[config.mk]
export PLATFORM = sky130hd
export DESIGN_NAME = serial_packet_deframer_core
export DESIGN_NICKNAME = d
export VERILOG_FILES = /design/src/sv/spd_pkg.sv /design/src/sv/spd_fsm.sv /design/src/sv/serial_packet_deframer_core.sv
export SDC_FILE = /design/constraint.sdc
export NUM_CORES = 1
export LEC_CHECK = 0
export BUFFER_PORTS_ARGS = -buffer_cell sky130_fd_sc_hd__buf_2
export CAP_MARGIN = 20
export CORE_MARGIN = 8
export CORE_UTILIZATION = 59
export CTS_BUF_LIST = sky130_fd_sc_hd__clkbuf_4
export DETAILED_ROUTE_END_ITERATION = 8
export GPL_ROUTABILITY_DRIVEN = 0
export PLACE_DENSITY = 0.79
export SLEW_MARGIN = 10
export SYNTH_ARGS = -nofsm -noshare
export SYNTH_HDL_FRONTEND = slang
export SYNTH_SLANG_ARGS = --single-unit
export TNS_END_PERCENT = 30
[constraint.sdc]
create_clock -name aclk -period 6.5 [get_ports aclk]
set_input_delay 0.325 -clock aclk [delete_from_list [all_inputs] [get_ports aclk]]
set_output_delay 0.325 -clock aclk [all_outputs]
set_load 0.005 [all_outputs]
[src/sv/spd_pkg.sv]
`default_nettype none

package spd_pkg;

    // Frame phases
    localparam logic [2:0] PH_HUNT    = 3'd0;
    localparam logic [2:0] PH_HDR_HI  = 3'd1;
    localparam logic [2:0] PH_SUM     = 3'd2;
    localparam logic [2:0] PH_LEN_LO  = 3'd3;
    localparam logic [2:0] PH_LEN_HI  = 3'd4;
    localparam logic [2:0] PH_PAYLOAD = 3'd5;

    // Result event codes
    localparam logic [2:0] EV_BYTE    = 3'd0;
    localparam logic [2:0] EV_LAST    = 3'd1;
    localparam logic [2:0] EV_EMPTY   = 3'd2;
    localparam logic [2:0] EV_BADLEN  = 3'd3;
    localparam logic [2:0] EV_TIMEOUT = 3'd4;

    // Input word kinds
    localparam logic REQ_BYTE = 1'b0;
    localparam logic REQ_TICK = 1'b1;

    // Configuration register indexes
    localparam logic [1:0] CFG_HEADER  = 2'd0;
    localparam logic [1:0] CFG_MAX_LEN = 2'd1;
    localparam logic [1:0] CFG_TIMEOUT = 2'd2;

    localparam logic [15:0] HEADER_RST  = 16'h55AA;
    localparam logic [15:0] MAX_LEN_RST = 16'd250;
    localparam logic [15:0] TIMEOUT_RST = 16'd20;

    typedef struct packed {
        logic [15:0] header_word;
        logic [15:0] max_payload_len;
        logic [15:0] timeout_ticks;
    } cfg_t;

    typedef struct packed {
        logic        valid;
        logic [2:0]  event_res;
        logic [7:0]  payload_byte;
        logic [15:0] byte_index;
        logic        checksum_ok;
    } result_t;

endpackage

`default_nettype wire

[src/sv/spd_fsm.sv]
`default_nettype none

module spd_fsm (
    input  wire logic           aclk,
    input  wire logic           aresetn,
    input  wire logic           step,
    input  wire logic           req_type,
    input  wire logic [7:0]     rx_byte,
    input  wire spd_pkg::cfg_t  cfg,
    output spd_pkg::result_t    res
);
    import spd_pkg::*;

    logic [2:0]  phase_reg, phase_next;
    logic [7:0]  len_lo_reg, len_lo_next;
    logic [15:0] remain_reg, remain_next;
    logic [15:0] pos_reg, pos_next;
    logic [7:0]  xor_reg, xor_next;
    logic [7:0]  sum_reg, sum_next;
    logic [15:0] idle_reg, idle_next;

    logic [15:0] len;
    logic [15:0] idle_inc;
    logic [15:0] remain_dec;
    logic [7:0]  xor_upd;

    assign len        = {rx_byte, len_lo_reg};
    assign idle_inc   = (idle_reg == 16'hFFFF) ? idle_reg : idle_reg + 16'd1;
    assign remain_dec = remain_reg - 16'd1;
    assign xor_upd    = xor_reg ^ rx_byte;

    // Per-word state update and result
    always_comb begin
        phase_next  = phase_reg;
        len_lo_next = len_lo_reg;
        remain_next = remain_reg;
        pos_next    = pos_reg;
        xor_next    = xor_reg;
        sum_next    = sum_reg;
        idle_next   = idle_reg;
        res         = '0;

        if (req_type == REQ_TICK) begin
            // ticks only count inside a frame; unused codes behave as hunting
            if (phase_reg != PH_HUNT && phase_reg <= PH_PAYLOAD) begin
                if (idle_inc >= cfg.timeout_ticks) begin
                    phase_next    = PH_HUNT;
                    idle_next     = '0;
                    res.valid     = 1'b1;
                    res.event_res = EV_TIMEOUT;
                end else begin
                    idle_next = idle_inc;
                end
            end else begin
                phase_next = PH_HUNT;
            end
        end else begin
            idle_next = '0;
            unique case (phase_reg)
                PH_HDR_HI: begin
                    phase_next = (rx_byte == cfg.header_word[15:8]) ? PH_SUM : PH_HUNT;
                end
                PH_SUM: begin
                    sum_next   = rx_byte;
                    phase_next = PH_LEN_LO;
                end
                PH_LEN_LO: begin
                    len_lo_next = rx_byte;
                    phase_next  = PH_LEN_HI;
                end
                PH_LEN_HI: begin
                    if (len > cfg.max_payload_len) begin
                        phase_next    = PH_HUNT;
                        res.valid     = 1'b1;
                        res.event_res = EV_BADLEN;
                    end else if (len == 16'd0) begin
                        phase_next      = PH_HUNT;
                        res.valid       = 1'b1;
                        res.event_res   = EV_EMPTY;
                        res.checksum_ok = (sum_reg == 8'd0);
                    end else begin
                        remain_next = len;
                        pos_next    = '0;
                        xor_next    = '0;
                        phase_next  = PH_PAYLOAD;
                    end
                end
                PH_PAYLOAD: begin
                    xor_next         = xor_upd;
                    remain_next      = remain_dec;
                    pos_next         = pos_reg + 16'd1;
                    res.valid        = 1'b1;
                    res.payload_byte = rx_byte;
                    res.byte_index   = pos_reg;
                    if (remain_dec == 16'd0) begin
                        phase_next      = PH_HUNT;
                        res.event_res   = EV_LAST;
                        res.checksum_ok = (xor_upd == sum_reg);
                    end else begin
                        res.event_res = EV_BYTE;
                    end
                end
                default: begin
                    // hunting, or an unused code
                    phase_next = (rx_byte == cfg.header_word[7:0]) ? PH_HDR_HI : PH_HUNT;
                end
            endcase
        end
    end

    // State registers
    always_ff @(posedge aclk) begin
        if (!aresetn) begin
            phase_reg  <= PH_HUNT;
            len_lo_reg <= '0;
            remain_reg <= '0;
            pos_reg    <= '0;
            xor_reg    <= '0;
            sum_reg    <= '0;
            idle_reg   <= '0;
        end else if (step) begin
            phase_reg  <= phase_next;
            len_lo_reg <= len_lo_next;
            remain_reg <= remain_next;
            pos_reg    <= pos_next;
            xor_reg    <= xor_next;
            sum_reg    <= sum_next;
            idle_reg   <= idle_next;
        end
    end

endmodule

`default_nettype wire

[src/sv/serial_packet_deframer_core.sv]
`default_nettype none

// Serial packet deframer. Each input word is either a received byte or one
// timer tick (s_tuser). Frames are: header low byte, header high byte,
// checksum byte, payload length low/high, then payload. Every payload byte
// is forwarded as it arrives with its index; the final one also reports
// whether the XOR of the payload matched the checksum byte. Empty frames,
// oversize lengths and inter-byte timeouts give one event each; header
// mismatches and ticks while hunting give nothing. The block takes one word
// per cycle: a taken word sits in the input register, and the frame state
// update writes the result register when that is free or drained. Input
// throughput drops only while a waiting result is held by a low m_tready.
// Configuration is written through cfg_we/cfg_addr/cfg_wdata; the user must
// write it only while the block is idle, which the block does not enforce.
module serial_packet_deframer_core (
    input  wire logic        aclk,
    input  wire logic        aresetn,
    // input words
    input  wire logic        s_tvalid,
    output logic             s_tready,
    input  wire logic [7:0]  s_tdata,   // [7:0] rx_byte
    input  wire logic [0:0]  s_tuser,   // [0] req_type
    // result words
    output logic             m_tvalid,
    input  wire logic        m_tready,
    output logic [31:0]      m_tdata,   // [7:0] payload_byte, [23:8] byte_index,
                                        // [24] checksum_ok, [31:25] zero
    output logic [2:0]       m_tuser,   // [2:0] event_res
    // configuration writes
    input  wire logic        cfg_we,
    input  wire logic [1:0]  cfg_addr,
    input  wire logic [15:0] cfg_wdata
);
    import spd_pkg::*;

    cfg_t        cfg_reg;
    logic        in_valid_reg;
    logic        in_type_reg;
    logic [7:0]  in_byte_reg;
    logic        out_valid_reg, out_valid_next;
    logic [31:0] out_data_reg;
    logic [2:0]  out_user_reg;
    logic        advance;
    result_t     res;

    // The input register moves on when the result register is free or drained
    assign advance  = in_valid_reg && (!out_valid_reg || m_tready);
    assign s_tready = !in_valid_reg || advance;

    // Configuration registers
    always_ff @(posedge aclk) begin
        if (!aresetn) begin
            cfg_reg.header_word     <= HEADER_RST;
            cfg_reg.max_payload_len <= MAX_LEN_RST;
            cfg_reg.timeout_ticks   <= TIMEOUT_RST;
        end else if (cfg_we) begin
            unique case (cfg_addr)
                CFG_HEADER:  cfg_reg.header_word     <= cfg_wdata;
                CFG_MAX_LEN: cfg_reg.max_payload_len <= cfg_wdata;
                CFG_TIMEOUT: cfg_reg.timeout_ticks   <= cfg_wdata;
                default:     ;
            endcase
        end
    end

    // Input register
    always_ff @(posedge aclk) begin
        if (!aresetn) begin
            in_valid_reg <= 1'b0;
        end else if (s_tready) begin
            in_valid_reg <= s_tvalid;
        end
    end

    always_ff @(posedge aclk) begin
        if (s_tvalid && s_tready) begin
            in_type_reg <= s_tuser[0];
            in_byte_reg <= s_tdata;
        end
    end

    spd_fsm u_fsm (
        .aclk     (aclk),
        .aresetn  (aresetn),
        .step     (advance),
        .req_type (in_type_reg),
        .rx_byte  (in_byte_reg),
        .cfg      (cfg_reg),
        .res      (res)
    );

    // Result register
    always_comb begin
        out_valid_next = out_valid_reg;
        if (advance) begin
            out_valid_next = res.valid;
        end else if (m_tready) begin
            out_valid_next = 1'b0;
        end
    end

    always_ff @(posedge aclk) begin
        if (!aresetn) begin
            out_valid_reg <= 1'b0;
        end else begin
            out_valid_reg <= out_valid_next;
        end
    end

    always_ff @(posedge aclk) begin
        if (advance && res.valid) begin
            out_data_reg <= {7'd0, res.checksum_ok, res.byte_index, res.payload_byte};
            out_user_reg <= res.event_res;
        end
    end

    assign m_tvalid = out_valid_reg;
    assign m_tdata  = out_data_reg;
    assign m_tuser  = out_user_reg;

    // Checks
    a_ready_when_empty: assert property (@(posedge aclk) disable iff (!aresetn)
        !m_tvalid |-> s_tready)
        else $error("input stalled with empty result register");

    a_event_range: assert property (@(posedge aclk) disable iff (!aresetn)
        m_tvalid |-> (m_tuser <= EV_TIMEOUT))
        else $error("event code out of range");

    a_no_payload_on_events: assert property (@(posedge aclk) disable iff (!aresetn)
        (m_tvalid && m_tuser != EV_BYTE && m_tuser != EV_LAST) |-> (m_tdata[23:0] == 24'd0))
        else $error("payload fields set on a non-byte event");

    a_clean_after_reset: assert property (@(posedge aclk) disable iff (!aresetn)
        $rose(aresetn) |-> !m_tvalid)
        else $error("result valid right after reset");

endmodule

`default_nettype wire

==> metrics.md <==
| Metric | Value |
|---|---|
| First drt pass iteration count | 6 |
| CP Cell Sequence | and4_1, nand4_2, or3_1, nor2b_1, nor3b_1, or2_2, ha_1, a22o_1, o41a_1, o21ai_0, nand4_1, o21ai_0, o311a_1 |
| Max-cap violations | 0 |
| # fillers | about 1200 |
| Sequential share of the synthesized area | 0.4154 |
| Post-route minimum period | about 4500 ps |
| TNS Setup | 0 ps |
| WL final | around 20000 microns |
| Total Routing Usage GR | 0.2224 |
| # clock sinks | 162 |
| Warnings from Yosys | 0 |
| Share of cells above drive strength 1 | 0.1148 |
| Tot Pwr | 1.844 mW |
| Die Span X | ~140 microns |
| Crit share post-route | 0.6879 |
| Maximum vdd drop | approximately 0.12 mV |
| Final net count | between 1000 and 1500 |
| Number of buffers created by CTS | 17 |
| Initial cell density of the core | 0.6008 |
| Cts repair resizes | 0 |
| Power Density | a little under 200 mW/mm^2 |
| Longest Clk Path Bufs | 2 |
| Mapped Area | 0.008700 sq mm |
| Type of the most critical hold path | in2reg |
| Top post-synthesis cells by area | dfxtp_1 (29%), edfxtp_1 (13%), nand2_1 (6.8%) |
| Synth cell types | 68 |
| Placed Cells | around 1200 |
| Outcome | complete, no violations |
| Cell with the most instances after synthesis | nand2_1 |
| Most used cell along the critical path | o21ai_0 |
| Hold Vio Cnt, Final | 0 |
| Setup crit end kind | flop |
| Max incr delay on CP | 560 ps |
| Least-Margin Pin Slew | around 1100 ps |
| Initial antenna violation count | 1 |
| Clock tree from TritonCTS | yes |
| Register-to-Register Path Depth | 13 |
| Cells on Worst Hold Path | 3 |
| CP Class | reg2reg |
| First DRT Iteration DRCs | 571 |
| Mean Syn Cell Area | approximately 8.6 sq um |
| ANT nets after route | 0 |
| CP max-delay cell | nand4_1 |
| Final setup viols | 0 |
| Synth cell count leaders | nand2_1 (158), dfxtp_1 (125), nor2_1 (77) |
| RSZ-0062 raised after global routing | no |
| Cell taking the most area after synthesis | dfxtp_1 |
| Root Buffer | clkbuf_4 |
| CP Launch Type | flop |
| Post-detail-place hpwl | about 14000 microns |
| Top-Level Pins | slightly below 70 |
| DR DRC count | 0 |
| Clock transition at path regs | between 100 and 150 ps |
| Worst path arrival time | approximately 5000 ps |
| Core Footprint | approximately 0.014 sq mm |
| Post-Synthesis Cells | ~1000 |
| Largest net degree at the start of global routing | between 100 and 150 |
| Async S/R FF share, synth | 0 |
| Routed length per instance | 16.40 microns |
| Pleak | approximately 3.7 nW |
| Largest register FFs | 48 |
| CP required | 7010 ps |
| Row count | between 40 and 50 |
| Final Skew | 18.42 ps |
| Number of flops mapped to enable cells by yosys | 37 |
| R2r setup slk | 2030 ps |
| Final Slew Violations | 0 |
| First-pass GRT wire length | 33580 microns |
| GRT overflow | 0 |
| Max FO, Critical Path | 14 |
| Share of the synthesized area in the top cell type | 0.2876 |
| Area of the die | between 0.015 and 0.02 sq mm |
| Hold buffer count at CTS | 14 |
| Worst-skew pair later-pin latency | 560 ps |
| Finished Layout Cells | 1248 |
| Vias in the first global route | 6863 |
| Area growth, synth to finish | 8.802% |
| Post-CTS Setup Inserts | 0 |
| Port Buf Inserts | about 60 |
| Height of the chip | roughly 140 microns |
| #FFs+latches synth | between 150 and 200 |
| Fmax | roughly 0.22 GHz |
| Slew headroom | 0.2804 |
| Main synth FF type | dfxtp_1 |
| H-tree lvl count | 4 |
| Vias/cell | between 5 and 6 |
| Routed vias | between 7000 and 8000 |
==> path summary, 6_finish.rpt <==
path | start | to
setup / recovery | u_fsm.idle_reg[3] | u_fsm.idle_reg[8]
setup reg to reg | u_fsm.idle_reg[3] | u_fsm.idle_reg[8]
hold / removal | cfg_wdata[4] | cfg_reg[4]
hold reg to reg | cfg_reg[31] | cfg_reg[31]
==> cell type report <==
class                           count  area (sq um)  area share
Sequential cell                   162          3613      0.3818
Timing Repair Buffer               85         520.5     0.05499
Inverter                           41         153.9     0.01626
Antenna cell                        1         2.502   0.0002644
Multi-Input combinational cell    743          4643      0.4905
Clock buffer                       19         142.6     0.01507
Clock inverter                     13         158.9     0.01679
Tap cell                          184         230.2     0.02432
==> metal layers <==
| layer | vias to the layer above | share of wire | track usage |
|---|---|---|---|
| met5 | - | 0 | 0 |
| li1 | 3603 | - | - |
| met3 | 40 | 0.057 | 0.03866 |
| met4 | 0 | 0.028 | 0.1032 |
| met1 | 3383 | 0.44 | 0.2808 |
| met2 | 217 | 0.47 | 0.3631 |
==> cell usage in the layout, fill, tap and decap left out, types with 9 or more instances in the layout <==
cell type | Yosys | layout
xor2_1 | 9 | 9
clkbuf_4 | 0 | 19
and2_1 | 10 | 10
nor4_1 | 21 | 21
nor2_1 | 77 | 77
o211ai_1 | 16 | 16
nor2b_1 | 24 | 24
nand3_1 | 34 | 34
buf_4 | 7 | 10
nand4_1 | 25 | 25
mux2i_1 | 19 | 19
dlygate4sd3_1 | 0 | 14
and3_1 | 31 | 31
ha_1 | 36 | 36
inv_1 | 41 | 41
a21boi_0 | 40 | 40
edfxtp_1 | 37 | 37
o21ai_0 | 30 | 30
nor3_1 | 16 | 15
buf_2 | 4 | 61
nand2_1 | 158 | 158
a21oi_1 | 34 | 34
xnor2_1 | 54 | 54
dfxtp_1 | 125 | 125
==> critical path: cells and delay by family (launching register included) <==
| kind | cells | cell delay, ps |
|---|---|---|
| DFF | 1 | 450 |
| adders and majority gates | 1 | 190 |
| and+or+nand+nor | 7 | 2270 |
| AOI/OAI and AO/OA | 5 | 1500 |
==> through the flow <==
step | util | instance area (sq um) | hold slack [ps] | worst slack, ps
after floorplan | - | 8722 | 423.9 | 1218
after global placement | 0.6231 | 9021 | 455.4 | 2236
after detailed placement | 0.6231 | 9021 | 460.8 | 2110
after CTS | 0.6536 | 9463 | 0.5398 | 2065
after global routing | 0.6537 | 9465 | 11.77 | 1658
final | 0.6537 | 9465 | 36.59 | 2028
==> cells by family (layout without fill, tap and decap cells) <==
| kind of cell | after synthesis | after routing | share of synthesized area |
|---|---|---|---|
| compound gates | 181 | 181 | 0.1427 |
| xor+xnor | 63 | 63 | 0.06343 |
| fa+ha+maj | 36 | 36 | 0.05178 |
| buf+inv | 111 | 158 | 0.05408 |
| flops | 162 | 162 | 0.4154 |
| mux | 22 | 22 | 0.02574 |
| other cells | 1 | 8 | 0.0004311 |
| simple gates | 434 | 434 | 0.2465 |
==> power by group <==
| part | internal [mW] | switching [mW] | leakage [nW] |
|---|---|---|---|
| clock | 0.276 | 0.360 | 0.163 |
| combinational | 0.0572 | 0.0803 | 2.27 |
| sequential | 1.04 | 0.0271 | 1.30 |
Power figures use the tool's default switching activity.
